<file path="config.mk">
export PLATFORM = sky130hd
export DESIGN_NAME = rvbb_queue
export DESIGN_NICKNAME = d
export VERILOG_FILES = /design/src/sv/rvbb_pkg.sv /design/src/sv/rvbb_queue.sv
export SDC_FILE = /design/constraint.sdc
export NUM_CORES = 1
export LEC_CHECK = 0
export BUFFER_PORTS_ARGS = -buffer_cell sky130_fd_sc_hd__clkbuf_2
export CORE_UTILIZATION = 35
export CTS_CLUSTER_DIAMETER = 200
export DETAILED_ROUTE_END_ITERATION = 10
export PLACE_DENSITY = 0.55
export SYNTH_ARGS = -nofsm -noshare
export SYNTH_HDL_FRONTEND = slang
export SYNTH_SLANG_ARGS = --single-unit
</file>
<file path="constraint.sdc">
create_clock -name clk -period 2.3 [get_ports clk]
set_input_delay 0 -clock clk [delete_from_list [all_inputs] [get_ports clk]]
set_output_delay 0 -clock clk [all_outputs]
set_load 0.1 [all_outputs]
</file>
<file path="src/sv/rvbb_pkg.sv">
`timescale 1ns / 1ps
// Shared types, constants and the rounding helper for the rotated vertex box core.
// No dependencies; every other file imports this package.
package rvbb_pkg;

	localparam int TRIG_FRAC_BITS = 14;   // Q2.14 sine and cosine
	localparam int COORD_W        = 31;   // rotated coordinate width
	localparam int VERT_W         = 30;   // input coordinate width
	localparam int TRIG_W         = 16;
	localparam int PROD_W         = COORD_W + TRIG_W;
	localparam int SUM_W          = PROD_W + 2;
	localparam int CFG_IDX_W      = 3;

	localparam logic [TRIG_W-1:0] TRIG_ONE = TRIG_W'(1 << TRIG_FRAC_BITS);

	typedef logic signed [COORD_W-1:0] coord_t;
	typedef logic signed [VERT_W-1:0]  vert_t;
	typedef logic signed [TRIG_W-1:0]  trig_t;
	typedef logic signed [PROD_W-1:0]  prod_t;
	typedef logic signed [SUM_W-1:0]   sum_t;

	typedef enum logic [CFG_IDX_W-1:0] {
		REG_COS_X = 3'd0,
		REG_SIN_X = 3'd1,
		REG_COS_Y = 3'd2,
		REG_SIN_Y = 3'd3,
		REG_COS_Z = 3'd4,
		REG_SIN_Z = 3'd5
	} reg_idx_t;

	typedef struct packed {
		trig_t cos_x;
		trig_t sin_x;
		trig_t cos_y;
		trig_t sin_y;
		trig_t cos_z;
		trig_t sin_z;
	} trig_cfg_t;

	// one rotated vertex as it crosses the queue
	typedef struct packed {
		logic   last;
		coord_t z;
		coord_t y;
		coord_t x;
	} rot_vtx_t;

	typedef struct packed {
		logic [COORD_W-1:0] size_z;
		logic [COORD_W-1:0] size_y;
		logic [COORD_W-1:0] size_x;
		coord_t             center_z;
		coord_t             center_y;
		coord_t             center_x;
	} box_t;

	localparam sum_t HALF_LSB  = sum_t'(1) <<< (TRIG_FRAC_BITS - 1);
	localparam sum_t COORD_MAX = sum_t'((64'sd1 <<< (COORD_W - 1)) - 64'sd1);
	localparam sum_t COORD_MIN = -sum_t'(64'sd1 <<< (COORD_W - 1));

	// round half up, drop the trig fraction, clamp to the coordinate range
	function automatic coord_t rnd_sat(input sum_t s);
		sum_t q;
		q = (s + HALF_LSB) >>> TRIG_FRAC_BITS;
		if (q > COORD_MAX) begin
			return COORD_MAX[COORD_W-1:0];
		end else if (q < COORD_MIN) begin
			return COORD_MIN[COORD_W-1:0];
		end
		return q[COORD_W-1:0];
	endfunction

endpackage

</file>
<file path="src/sv/rvbb_queue.sv">
`timescale 1ns / 1ps
// Small FIFO of rotated vertices between the rotation pipe and the bounds unit.
// Depends on rvbb_pkg.
module rvbb_queue #(
	parameter int DEPTH = 4
) (
	input  logic               clk,
	input  logic               arst_n,
	input  logic               wr_valid,
	output logic               wr_ready,
	input  rvbb_pkg::rot_vtx_t wr_data,
	output logic               rd_valid,
	input  logic               rd_ready,
	output rvbb_pkg::rot_vtx_t rd_data
);
	import rvbb_pkg::*;

	localparam int PTR_W = (DEPTH > 1) ? $clog2(DEPTH) : 1;
	localparam int CNT_W = $clog2(DEPTH + 1);
	localparam logic [PTR_W-1:0] LAST_PTR = PTR_W'(DEPTH - 1);
	localparam logic [CNT_W-1:0] FULL_CNT = CNT_W'(DEPTH);

	rot_vtx_t         mem [DEPTH];
	logic [PTR_W-1:0] wr_ptr_q, rd_ptr_q;
	logic [CNT_W-1:0] count_q;
	logic             push, pop;

	assign wr_ready = (count_q != FULL_CNT);
	assign rd_valid = (count_q != '0);
	assign push     = wr_valid && wr_ready;
	assign pop      = rd_valid && rd_ready;
	assign rd_data  = mem[rd_ptr_q];

	always_ff @(posedge clk) begin
		if (push) begin
			mem[wr_ptr_q] <= wr_data;
		end
	end

	always_ff @(posedge clk or negedge arst_n) begin
		if (!arst_n) begin
			wr_ptr_q <= '0;
			rd_ptr_q <= '0;
			count_q  <= '0;
		end else begin
			if (push) begin
				wr_ptr_q <= (wr_ptr_q == LAST_PTR) ? '0 : wr_ptr_q + 1'b1;
			end
			if (pop) begin
				rd_ptr_q <= (rd_ptr_q == LAST_PTR) ? '0 : rd_ptr_q + 1'b1;
			end
			if (push && !pop) begin
				count_q <= count_q + 1'b1;
			end else if (pop && !push) begin
				count_q <= count_q - 1'b1;
			end
		end
	end

endmodule

</file>
==> impl_metrics.toml <==
[run_status]
outcome = "finished clean"

[grt]
grt_antenna_before_repair = 2
first_global_vias = 7554
grt_first_pass_wirelength_mm = 43.66
grt_start_max_net_pins = 60
gr-usage-all-layers_pct = 14.31
grt_overflow = 0

[yosys]
synth_area_leader_cell = "sky130_fd_sc_hd__edfxtp_1"
postSynthCellCount = 528
synth_cell_types = 20
post_synth.cell_area_avg_sq_um = 26.50
synth_seq_area_share_pct = 81.95
syn-cell-area_sq_mm = 0.01399
ys_top_cells_by_area = "sky130_fd_sc_hd__edfxtp_1, sky130_fd_sc_hd__mux4_2, sky130_fd_sc_hd__dfrtp_1"
post-synth-top-area-fraction_pct = 80.70
ys_ff_latch = 383
syn_nets = 633
synth-warning-count = 0

[worst_setup_path]
path_cells = "buf_16, mux4_2, clkbuf_4"
critPathArrivalTime_ns = 2.20
cp_data_required_time_ns = 2.30
critPathLaunch = "rd_ptr_q[0]$_DFFE_PN0P_"
r2r-start = "count_q[1]$_DFFE_PN0P_"
timing_worst_setup_path_type = "register to primary output"
critPathLaunchType = "register"
critPathSlowestCell = "sky130_fd_sc_hd__dfrtp_4"
worstRegToRegCells = 6
path_max_fanout = 25
critPathCaptureType = "primary output"
regToRegSetupSlack_ns = 0.16
worst_r2r_endpoint = "count_q[1]$_DFFE_PN0P_"
cp-endpoint = "rd_data[56]"
critical_path.max_stage_delay_ns = 0.54

[route]
drt-vias-per-instance = 4.738
drc = 0
drt_wl_total_mm = 28.37
post_drt_wl_per_cell_um = 20.12
iteration_count_of_the_initial_detailed_routing_pass = 4
detailed_route_via_count = 6680
ant_nets = 0
initialDrtViolationCount = 260

[clock_tree]
ctsHtreeMaxLevel = 2
insertion_delay_ns = 0.54
cts_tree = "done"
cts_max_path_buffers = 3
cts_root_buf = "sky130_fd_sc_hd__clkbuf_16"
worst_setup_hold_path_clk_slew_ns = 0.06
numCtsBuffers = 41
cts_sinks = 383

[placement]
dp_hpwl_mm = 16.38
pre_cts_setup_slack_ns = 0.02819
port-buffer-count = 193
gp_congestion = 0.7045

[final_layout]
nets = 965
post_route_cells_drive_above_1_share_pct = 42.42
flow.area_growth_from_synthesis_pct = 35.24
most_common_library_cell_in_the_layout_ignoring_fill_and_taps = "sky130_fd_sc_hd__edfxtp_1"
most-common-layout-cells = "sky130_fd_sc_hd__edfxtp_1, sky130_fd_sc_hd__clkbuf_2, sky130_fd_sc_hd__dlygate4sd3_1"

[floorplan]
core_region_area_sq_mm = 0.03901
die_width_um = 201.9
die_height_um = 201.9
initial_core_util_pct = 35.87
count_of_boundary_i_o_pins = 194
dieArea_sq_mm = 0.04078
placement_rows = 72

[timing]
finalMaxSlewViolations = 0
slew_headroom_pct = 62.20
timing.clock.skew_ns = 0.008110
hold_viol_final = 0
worst_pin_slew_ns = 0.5694
finalCritPeriodShare_pct = 95.66
setup_slack_ns = 0.09972
achievable-frequency_mhz = 454.5
min_period_ns = 2.200
setup-violations-final = 0
rsz0062_at_grt = "false"

[min_path]
hold_path.class = "input port to register"

[flow_run]
cap_viol_max_count = 0
[synthesized netlist by cell type]
cell / number
sky130_fd_sc_hd__and2_4: 1
sky130_fd_sc_hd__mux2_4: 2
sky130_fd_sc_hd__nand2_1: 1
sky130_fd_sc_hd__mux2_2: 3
sky130_fd_sc_hd__inv_1: 3
sky130_fd_sc_hd__mux4_2: 94
sky130_fd_sc_hd__dfrtp_1: 7
sky130_fd_sc_hd__edfxtp_1: 376
sky130_fd_sc_hd__nor2_1: 3
sky130_fd_sc_hd__and3_2: 4
sky130_fd_sc_hd__buf_6: 5
sky130_fd_sc_hd__buf_4: 1
sky130_fd_sc_hd__clkbuf_1: 4
sky130_fd_sc_hd__xnor2_1: 1
sky130_fd_sc_hd__or3b_4: 1
sky130_fd_sc_hd__ha_1: 6
sky130_fd_sc_hd__buf_2: 12
sky130_fd_sc_hd__or3_2: 1
sky130_fd_sc_hd__xor2_1: 2
sky130_fd_sc_hd__fa_1: 1
[worst min path at each step]
stage / start / to / slack (ns) / cells past startpoint
final: wr_data[77] / mem[1][77]$_DFFE_PP_ / 0.21 / 2
after floorplan: arst_n / count_q[0]$_DFFE_PN0P_ / -0.30 / 0
after detailed placement: arst_n / count_q[2]$_DFFE_PN0P_ / -0.15 / 1
after global placement: arst_n / count_q[0]$_DFFE_PN0P_ / -0.16 / 1
after CTS: wr_data[2] / mem[3][2]$_DFFE_PP_ / 0.18 / 2
after global routing: wr_data[22] / mem[0][22]$_DFFE_PP_ / 0.19 / 2
[worst max-delay path, delay by kind of cell, from the launching register on]
family	cells	cell delay, ns
buffers and inverters	2	0.56
DFF	1	0.54
muxes	1	0.53
[cells by family after synthesis]
logic type / synth area share (%)
flip-flops: 81.95
XOR/XNOR: 0.1878
buffers and inverters: 1.073
multiplexers: 15.59
AND/OR/NAND/NOR: 0.5187
adder cells (fa/ha/maj): 0.6797
[stage by stage]
stage                     utilization [%]  cell area, sq um  setup TNS, ns  std cells  hold WS [ns]
after floorplan                         -             13990         -93.94        528       -0.2956
after detailed placement            42.06             16410              0       1234       -0.1476
after global placement              42.06             16410              0       1234       -0.1570
final                               48.51             18920              0       1410        0.2138
after global routing                48.50             18920              0       1409        0.1912
after CTS                           48.41             18880        -0.9350       1408        0.1752
[flip-flops by register name (all words and copies together), names as in the netlist]
signal,count
mem,376
count_q,3
wr_ptr_q,2
rd_ptr_q,2
[layout make-up]
class | count | area, sq um
multi-input cells | 120 | 2399
diodes | 1 | 2.502
repair buffers | 311 | 3143
flip-flops and latches | 383 | 11470
clock inverters | 20 | 126.4
inverters | 3 | 11.26
fillers | 3155 | 20090
well taps | 518 | 648.1
clock buffers | 54 | 1117
[timing repair]
action,4_1_cts,5_1_grt
hold endpoints to repair,388,0
endpoints found under the setup margin,76,45
pin swaps,0,1
hold buffers,98,0
buffers inserted,1,0
gates resized for setup,63,30
gates cloned,1,1
[metal layers]
layer / up-vias / global-route usage [%] / wire [um]
met1: 3509 / 16.72 / 11360
met2: 161 / 24.80 / 14670
met5: - / 0 / 13
met3: 53 / 4.418 / 1655
met4: 2 / 5.114 / 661
li1: 2955 / - / -
Power is left out: the tool's default activity adds up to more than one toggle a clock period on the data nets, which glitch-free logic cannot reach.
