--- src/sv/rvbb_pkg.sv ---
`timescale 1ns / 1ps
// Shared types, constants and the rounding helper for the rotated vertex box core.
// No dependencies; every other file imports this package.
package rvbb_pkg;

	localparam int TRIG_FRAC_BITS = 14;   // Q2.14 sine and cosine
	localparam int COORD_W        = 31;   // rotated coordinate width
	localparam int VERT_W         = 30;   // input coordinate width
	localparam int TRIG_W         = 16;
	localparam int PROD_W         = COORD_W + TRIG_W;
	localparam int SUM_W          = PROD_W + 2;
	localparam int CFG_IDX_W      = 3;

	localparam logic [TRIG_W-1:0] TRIG_ONE = TRIG_W'(1 << TRIG_FRAC_BITS);

	typedef logic signed [COORD_W-1:0] coord_t;
	typedef logic signed [VERT_W-1:0]  vert_t;
	typedef logic signed [TRIG_W-1:0]  trig_t;
	typedef logic signed [PROD_W-1:0]  prod_t;
	typedef logic signed [SUM_W-1:0]   sum_t;

	typedef enum logic [CFG_IDX_W-1:0] {
		REG_COS_X = 3'd0,
		REG_SIN_X = 3'd1,
		REG_COS_Y = 3'd2,
		REG_SIN_Y = 3'd3,
		REG_COS_Z = 3'd4,
		REG_SIN_Z = 3'd5
	} reg_idx_t;

	typedef struct packed {
		trig_t cos_x;
		trig_t sin_x;
		trig_t cos_y;
		trig_t sin_y;
		trig_t cos_z;
		trig_t sin_z;
	} trig_cfg_t;

	// one rotated vertex as it crosses the queue
	typedef struct packed {
		logic   last;
		coord_t z;
		coord_t y;
		coord_t x;
	} rot_vtx_t;

	typedef struct packed {
		logic [COORD_W-1:0] size_z;
		logic [COORD_W-1:0] size_y;
		logic [COORD_W-1:0] size_x;
		coord_t             center_z;
		coord_t             center_y;
		coord_t             center_x;
	} box_t;

	localparam sum_t HALF_LSB  = sum_t'(1) <<< (TRIG_FRAC_BITS - 1);
	localparam sum_t COORD_MAX = sum_t'((64'sd1 <<< (COORD_W - 1)) - 64'sd1);
	localparam sum_t COORD_MIN = -sum_t'(64'sd1 <<< (COORD_W - 1));

	// round half up, drop the trig fraction, clamp to the coordinate range
	function automatic coord_t rnd_sat(input sum_t s);
		sum_t q;
		q = (s + HALF_LSB) >>> TRIG_FRAC_BITS;
		if (q > COORD_MAX) begin
			return COORD_MAX[COORD_W-1:0];
		end else if (q < COORD_MIN) begin
			return COORD_MIN[COORD_W-1:0];
		end
		return q[COORD_W-1:0];
	endfunction

endpackage

--- src/sv/rvbb_bound.sv ---
`timescale 1ns / 1ps
// Back part: running min/max of rotated vertices and the box result register.
// Depends on rvbb_pkg.
module rvbb_bound (
	input  logic               clk,
	input  logic               arst_n,
	input  logic               in_valid,
	output logic               in_ready,
	input  rvbb_pkg::rot_vtx_t in_vtx,
	output logic               out_valid,
	input  logic               out_ready,
	output rvbb_pkg::box_t     out_box
);
	import rvbb_pkg::*;

	coord_t low_x_q, low_y_q, low_z_q, high_x_q, high_y_q, high_z_q;
	logic   seen_q, fin_q, out_valid_q;
	logic   take, emit;
	logic signed [COORD_W:0] mid_x, mid_y, mid_z;
	box_t   box_d, box_q;

	// hold new vertices while a finished set waits to be turned into a box
	assign in_ready = !fin_q;
	assign take     = in_valid && !fin_q;
	assign emit     = fin_q && (!out_valid_q || out_ready);

	always_ff @(posedge clk) begin
		if (take) begin
			if (!seen_q || in_vtx.x < low_x_q)  low_x_q  <= in_vtx.x;
			if (!seen_q || in_vtx.y < low_y_q)  low_y_q  <= in_vtx.y;
			if (!seen_q || in_vtx.z < low_z_q)  low_z_q  <= in_vtx.z;
			if (!seen_q || in_vtx.x > high_x_q) high_x_q <= in_vtx.x;
			if (!seen_q || in_vtx.y > high_y_q) high_y_q <= in_vtx.y;
			if (!seen_q || in_vtx.z > high_z_q) high_z_q <= in_vtx.z;
		end
		if (emit) begin
			box_q <= box_d;
		end
	end

	always_comb begin
		mid_x = (COORD_W+1)'(low_x_q) + (COORD_W+1)'(high_x_q);
		mid_y = (COORD_W+1)'(low_y_q) + (COORD_W+1)'(high_y_q);
		mid_z = (COORD_W+1)'(low_z_q) + (COORD_W+1)'(high_z_q);
		box_d.center_x = mid_x[COORD_W:1];
		box_d.center_y = mid_y[COORD_W:1];
		box_d.center_z = mid_z[COORD_W:1];
		box_d.size_x   = COORD_W'(high_x_q - low_x_q);
		box_d.size_y   = COORD_W'(high_y_q - low_y_q);
		box_d.size_z   = COORD_W'(high_z_q - low_z_q);
	end

	always_ff @(posedge clk or negedge arst_n) begin
		if (!arst_n) begin
			seen_q      <= 1'b0;
			fin_q       <= 1'b0;
			out_valid_q <= 1'b0;
		end else begin
			if (take) begin
				seen_q <= !in_vtx.last;
				fin_q  <= in_vtx.last;
			end else if (emit) begin
				fin_q <= 1'b0;
			end
			if (emit) begin
				out_valid_q <= 1'b1;
			end else if (out_ready) begin
				out_valid_q <= 1'b0;
			end
		end
	end

	assign out_valid = out_valid_q;
	assign out_box   = box_q;

endmodule

--- config.mk ---
export PLATFORM = sky130hd
export DESIGN_NAME = rvbb_bound
export DESIGN_NICKNAME = d
export VERILOG_FILES = /design/src/sv/rvbb_pkg.sv /design/src/sv/rvbb_bound.sv
export SDC_FILE = /design/constraint.sdc
export NUM_CORES = 1
export LEC_CHECK = 0
export BUFFER_PORTS_ARGS = -buffer_cell sky130_fd_sc_hd__buf_4
export CAP_MARGIN = 20
export CORE_UTILIZATION = 55
export CTS_CLUSTER_SIZE = 8
export DETAILED_ROUTE_END_ITERATION = 7
export PLACE_DENSITY = 0.79
export SLEW_MARGIN = 25
export SYNTH_ARGS = -nofsm -noshare
export SYNTH_HDL_FRONTEND = slang
export SYNTH_SLANG_ARGS = --single-unit
export TNS_END_PERCENT = 10
--- constraint.sdc ---
create_clock -name clk -period 9.1 [get_ports clk]
set_input_delay 0.91 -clock clk [delete_from_list [all_inputs] [get_ports clk]]
set_output_delay 0.91 -clock clk [all_outputs]
set_load 0.005 [all_outputs]
==> results of run 1 <==
flip-flops by register name (all words and copies together) (netlist names):
| name | flops |
|---|---|
| low_y_q | 31 |
| out_box | 186 |
| high_z_q | 31 |
| low_z_q | 31 |
| seen_q | 1 |
| out_valid | 1 |
| fin_q | 1 |
| high_x_q | 31 |
| low_x_q | 31 |
| high_y_q | 31 |
cell families (layout without fill, tap and decap cells):
| family | count (synthesis) | in the layout | share of synthesized area (%) |
|---|---|---|---|
| other cells | 0 | 1 | 0 |
| mux | 1 | 1 | 0.0392 |
| buf+inv | 369 | 666 | 5.57 |
| fa+ha+maj | 372 | 372 | 18.4 |
| simple gates | 488 | 488 | 9.41 |
| compound gates | 660 | 660 | 17.0 |
| flops | 375 | 375 | 44.0 |
| xor+xnor | 163 | 163 | 5.59 |
how the worst min path moves through the flow:
stage / to / slack [ps]
after floorplan: out_valid / 490
after global placement: out_valid / 500
after detailed placement: out_valid / 550
after CTS: fin_q / 70
after global routing: fin_q / 90
final: fin_q / 100
critical path: stages, from the launching register on:
cell and delay [ps]:
edfxtp_1 420, ha_1 450, inv_2 100, a2111oi_0 440, a21oi_1 250, nor3_1 350, nor2_1 160, a221oi_1 670
nor2b_1 420, o21ai_1 150, xnor2_1 280
cells in the final DEF (no fill, tap or decap), types with 5 or more instances in the layout:
cell type and count:
nand2b_1 28, nor2_1 169, nor3_1 43, o21ai_0 79
inv_1 289, buf_4 294, fa_1 6, inv_2 10
clkinv_1 6, ha_1 366, a221oi_1 5, clkbuf_1 11
o21a_1 18, a211oi_1 20, o31ai_1 27, nor4_1 21
o21ai_1 16, a31oi_1 19, a2111oi_0 5, xor2_1 17
edfxtp_1 372, nand2_1 61, a211o_1 6, or2_2 6
o221ai_1 5, o211ai_1 22, nand3_1 46, o311a_1 5
o31a_1 7, nand4_1 37, nor2b_1 36, a21o_1 85
and3_1 12, clkbuf_16 55, xnor2_1 146, a21oi_1 233
or3_1 7, o21bai_1 41
layout make-up:
| cell class | instances | area, um2 |
|---|---|---|
| clock inverters | 4 | 20.0 |
| multi-input cells | 1684 | 12900 |
| flip-flops and latches | 375 | 11200 |
| diodes | 1 | 2.50 |
| fillers | 3539 | 15900 |
| repair buffers | 294 | 2210 |
| clock buffers | 66 | 1420 |
| well taps | 600 | 751 |
| inverters | 302 | 1130 |
per-layer routing:
layer  GRT usage (%)  up-vias
met5               0        -
met4            11.2        0
met3            4.63      158
met2            47.0      884
met1            39.6     9682
li1                -     9371
power by group through the flow:
| stage | combinational [W] | sequential [W] | clock (W) |
|---|---|---|---|
| after detailed placement | 0.00189 | 0.00235 | 0 |
| after CTS | 0.00191 | 0.00232 | 0.00182 |
| final | 0.00194 | 0.00232 | 0.00180 |
| after floorplan | 0.00125 | 0.00235 | 0 |
| after global routing | 0.00211 | 0.00234 | 0.00188 |
| after global placement | 0.00184 | 0.00234 | 0 |
stage by stage:
stage               hold slack (ps)  std cells  setup slack [ps]  power (W)
detailed placement              550       3255              4870    0.00424
finish                         96.7       3326              5200    0.00606
global placement                505       3255              5030    0.00419
global route                   85.7       3325              5170    0.00633
floorplan                       491       2428              3260    0.00360
CTS                            73.2       3325              5340    0.00604
==> flow_metrics.tcl, run 1 <==
set metrics [dict create \
    clkPwrFrac_pct 29.7 \
    synth.cell_area_um2 25600 \
    m1WireLength_um 29900 \
    antenna_found_initial 0 \
    via_count 20095 \
    cp-endpoint "out_box[87]" \
    netlist.top_cell.by_area "edfxtp_1" \
    dieArea_um2 47300 \
    cp-end-kind "register" \
    synth_nets 2898 \
    cp-start-kind "register" \
    grt_pass1_vias 19621 \
    wl_per_cell_um 21.3 \
    maxSlewHeadroom_pct 24.8 \
    p_sw_share_pct 32.8 \
    outcome "completed" \
    setup.worst_path.start "high_z_q[7]" \
    core_um2 45600 \
    fin_tns_setup_ps 0 \
    highest_layer "met4" \
    syn_avg_cell_area_um2 10.5 \
    areaGrowthSynthToFinish_pct 16.2 \
    ctsRootBufferMaster "clkbuf_16" \
    seq_area_frac_synth_pct 44.0 \
    die_x_um 218 \
    place_area_um2 28300 \
    clock_sinks 375 \
    synth.top_cells.by_count "372 x edfxtp_1, 366 x ha_1, 289 x inv_1" \
    drt_iter0_drc 1993 \
    final_util_pct 65.2 \
    drive_gt1_share_pct 14.5 \
    vdd_drop_max_uv 163 \
    grt_pass1_wl_um 108000 \
    finalHoldViolCount 0 \
    nets 3180 \
    htree_levels 2 \
    num_rows 78 \
    critPathMaxFanout 7 \
    ys_warn_count 0 \
    critPathKind "reg2reg" \
    yosysUniqueCellTypes 87 \
    wl_met3_um 5360 \
    r2r_start "high_z_q[7]" \
    synth-seq-cells 375 \
    hold_class "in2async" \
    vias_per_cell 6.04 \
    internal_power_w 0.00407 \
    gr-total-overflow 0 \
    r2r_end "out_box[87]" \
    slew_violations 0 \
    yosysTopAreaCellShare_pct 43.7 \
    required_ps 9490 \
    rsz0062_at_grt "false" \
    die_height_um 218 \
    track_usage_pct 29.2 \
    fmax_mhz 256 \
    start_util_pct 56.1 \
    arrival_ps 4290 \
    synth_cells 2428 \
    postCtsHoldBufs 0 \
    dr.pass1.iters 6 \
    drc 0 \
    cts.reportedPaths.clkPinSlew_ps 50 \
    hpwl_um 54700 \
    io_pins 286 \
    r2r_cells 10 \
    maxCapViolCount 0 \
    wl_um 70700 \
    final_area_um2 29700 \
    yosysMostFrequentCell "edfxtp_1" \
    portBuffers 285 \
    postRouteAntennaNets 0 \
    synth-edff-count 372 \
    post_cts_resized 0 \
    synth.area.top_cells "edfxtp_1 44%, ha_1 18%, xnor2_1 5.0%" \
    cts_tree "done" \
    cts_setup_buffers 0 \
    worstMarginPinSlew_ps 1130 \
    powerDensity_nw_per_um2 204 \
    p_leak_nw 13.0 \
    power_frac_seq_pct 38.3 \
    pwr-share-comb_pct 32.0 \
    setup_viol 0 \
    async_reset_ff_share_pct 0.800 \
    dr_wl_met2_um 32700 \
    synth_top_flop_cell "edfxtp_1" \
    fin_skew_ps 12.9 \
    numCtsBuffers 53 \
    insertion_delay_ps 590 \
    grt_start_max_net_pins 71 \
    cts.path.max_buffers 3 \
    gp_congestion 0.947 \
    switchingPower_w 0.00198 \
    r2r_slack_ps 5200 \
    min_period_ps 3900 \
    post-route-period-util_pct 42.9 \
]
(Power assumes the default switching activity.)
==> run 2: changes to the inputs <==
--- a/config.mk
+++ b/config.mk
@@ -5,12 +5,13 @@
 export SDC_FILE = /design/constraint.sdc
 export NUM_CORES = 1
 export LEC_CHECK = 0
+export ABC_AREA = 1
 export BUFFER_PORTS_ARGS = -buffer_cell sky130_fd_sc_hd__buf_4
 export CAP_MARGIN = 20
 export CORE_UTILIZATION = 55
 export CTS_CLUSTER_SIZE = 8
 export DETAILED_ROUTE_END_ITERATION = 7
-export PLACE_DENSITY = 0.79
+export PLACE_DENSITY = 0.78
 export SLEW_MARGIN = 25
 export SYNTH_ARGS = -nofsm -noshare
 export SYNTH_HDL_FRONTEND = slang
==> constraint.sdc (replaced) <==
create_clock -name clk -period 3.9 [get_ports clk]
set_input_delay 0.39 -clock clk [delete_from_list [all_inputs] [get_ports clk]]
set_output_delay 0.39 -clock clk [all_outputs]
set_load 0.005 [all_outputs]
==> flow_metrics.tcl, run 2 <==
set metrics [dict create \
    outcome "completed" \
    setup_viol 0 \
    insertion_delay_ps 600 \
    switchingPower_w 0.00492 \
    internal_power_w 0.00920 \
    place_area_um2 30600 \
    path_delay_family "simple AND/OR/NAND/NOR gates" \
    synth.area.top_cells "edfxtp_1 40%, ha_1 17%, nand2_1 9.1%" \
    hold_class "in2reg" \
    gr-total-overflow 0 \
    slew_violations 0 \
    areaGrowthSynthToFinish_pct 19.2 \
    clkPwrFrac_pct 29.7 \
    final_util_pct 67.0 \
    power_w 0.0141 \
    crit_path_top_delay_cell "dlygate4sd3_1" \
    slowest_delay_ps 530 \
    synth_nets 3680 \
    die_x_um 226 \
    htree_levels 2 \
    track_usage_pct 32.5 \
    grt_pass1_vias 23343 \
    num_rows 81 \
    fmax_mhz 339 \
    final_cell_mix "668 x nand2_1, 487 x inv_1, 372 x edfxtp_1, 366 x ha_1, 309 x a21oi_1" \
    gp_congestion 1.04 \
    hpwl_um 65800 \
    ctsRootBufferMaster "clkbuf_16" \
    drc 0 \
    synth_cells 3210 \
    wl_um 83500 \
    post_cts_resized 0 \
    clock_sinks 375 \
    async_reset_ff_share_pct 0.800 \
    cts_tree "done" \
    fin_skew_ps 20.6 \
    largest_reg_flops 186 \
    maxSlewHeadroom_pct 42.4 \
    cp-start-kind "input port" \
    synth.top_cells.by_count "668 x nand2_1, 487 x inv_1, 372 x edfxtp_1" \
    power_frac_seq_pct 37.7 \
    worstMarginPinSlew_ps 863 \
    post-route-period-util_pct 75.6 \
    vdd_drop_max_uv 372 \
    cts.path.max_buffers 3 \
    maxCapViolCount 0 \
    critPathKind "in2reg" \
    synth_top_flop_cell "edfxtp_1" \
    finalHoldViolCount 0 \
    grt_pass1_wl_um 127000 \
    arrival_ps 3220 \
    cp_num_buf_inv 3 \
    portBuffers 285 \
    drt_iter0_drc 2162 \
    p_sw_share_pct 34.8 \
    min_period_ps 2950 \
    wl_per_cell_um 19.4 \
    synth.cell_area_um2 27700 \
    ys_warn_count 0 \
    yosysUniqueCellTypes 46 \
    final_area_um2 33000 \
    core_um2 49300 \
    mostFrequentLayoutCell "nand2_1" \
    synth-edff-count 372 \
    cp-end-kind "register" \
    p_leak_nw 15.3 \
    dieArea_um2 51200 \
    io_pins 286 \
    syn_avg_cell_area_um2 8.62 \
    synth-seq-cells 375 \
    path_cells "dlygate4sd3_1, buf_4, ha_1, nand2_1, nor2_1, nand4_1, nor2_1, nand2_1, nand3_1, nand3_1, a21oi_4, buf_4" \
    seq_area_frac_synth_pct 40.6 \
    numCtsBuffers 53 \
    die_height_um 226 \
    antenna_found_initial 4 \
    start_util_pct 56.2 \
    grt_start_max_net_pins 62 \
    cts.reportedPaths.clkPinSlew_ps 60 \
    via_count 24150 \
    powerDensity_nw_per_um2 428 \
    yosysMostFrequentCell "nand2_1" \
    required_ps 4170 \
    vias_per_cell 5.60 \
    nets 4095 \
    postCtsHoldBufs 91 \
    dr.pass1.iters 6 \
    critPathMaxFanout 23 \
    yosysTopAreaCellShare_pct 40.4 \
    rsz0062_at_grt "false" \
    pwr-share-comb_pct 32.6 \
    cts_setup_buffers 0 \
    netlist.top_cell.by_area "edfxtp_1" \
    postRouteAntennaNets 0 \
    drive_gt1_share_pct 12.2 \
]
[run 2: cell count changes after synthesis, sizes merged, moves of 42 or more]
cell	previous run	this run
a21o	85	20
xor2	17	134
inv	299	492
clkbuf	43	1
xnor2	146	5
nand2	61	673
o21ai	97	163
nand3	46	132
a21oi	235	325
nor2	169	298
[run 2: final timing paths]
check	slack, ps	startpoint	to	cells past startpoint
max	950	in_vtx[92]	high_z_q[2]	12
min	30	in_vtx[88]	high_z_q[26]	1
max reg2reg	1010	high_z_q[30]	high_z_q[2]	11
min reg2reg	570	fin_q	out_valid	2
max in group asynchronous	3690	arst_n	fin_q	2
min in group asynchronous	110	arst_n	seen_q	2
[run 2: stage by stage]
step | hold slack [ps] | setup TNS (ps) | setup slack [ps] | instances
floorplan | 94.4 | -17870 | -96.1 | 3210
global placement | 182 | 0 | 962 | 4143
detailed placement | 183 | 0 | 942 | 4143
CTS | 0.0206 | 0 | 965 | 4305
global route | 4.31 | 0 | 818 | 4309
finish | 26.2 | 0 | 953 | 4309
[run 2: logic make-up after synthesis]
logic type / after synthesis / synth area share (%)
adders and majority gates: 372 / 17.0
DFF: 375 / 40.6
xor gates and xnor gates: 139 / 4.40
buffers and inverters: 520 / 7.38
and+or+nand+nor: 1223 / 18.6
AOI/OAI and AO/OA: 581 / 12.0
[run 2: final cells by class]
type | instances | area [um2]
inverter | 492 | 1850
clock buffer | 68 | 1430
fill | 4080 | 16300
timing repair buffer | 388 | 3180
sequential | 375 | 11200
multi-input combinational | 2315 | 14400
clock inverter | 3 | 18.8
antenna | 4 | 10.0
tap | 664 | 831
[run 2: routing by layer]
metal / GRT usage, % / up-vias / share of wire [%]
li1: - / 11640 / -
met1: 44.8 / 11379 / 43
met2: 51.7 / 976 / 45
met3: 5.82 / 155 / 8.4
met4: 10.6 / 0 / 3.0
met5: 0 / - / 0
[run 2: worst reg2reg max path: stages, from the launching register on]
cell	delay [ps]
edfxtp_1	370
inv_1	50
ha_1	350
nand2_1	90
nor2_1	140
nand4_1	180
nor2_1	290
nand2_1	170
nand3_1	100
nand3_1	120
a21oi_4	310
buf_4	380
[run 2: power groups by stage]
stage          combinational [W]  clock, W  sequential [W]
5_1_grt                  0.00504   0.00440         0.00535
3_5_place_dp             0.00438         0         0.00539
6_report                 0.00460   0.00419         0.00532
3_3_place_gp             0.00435         0         0.00537
2_1_floorplan            0.00278         0         0.00537
4_1_cts                  0.00450   0.00424         0.00532
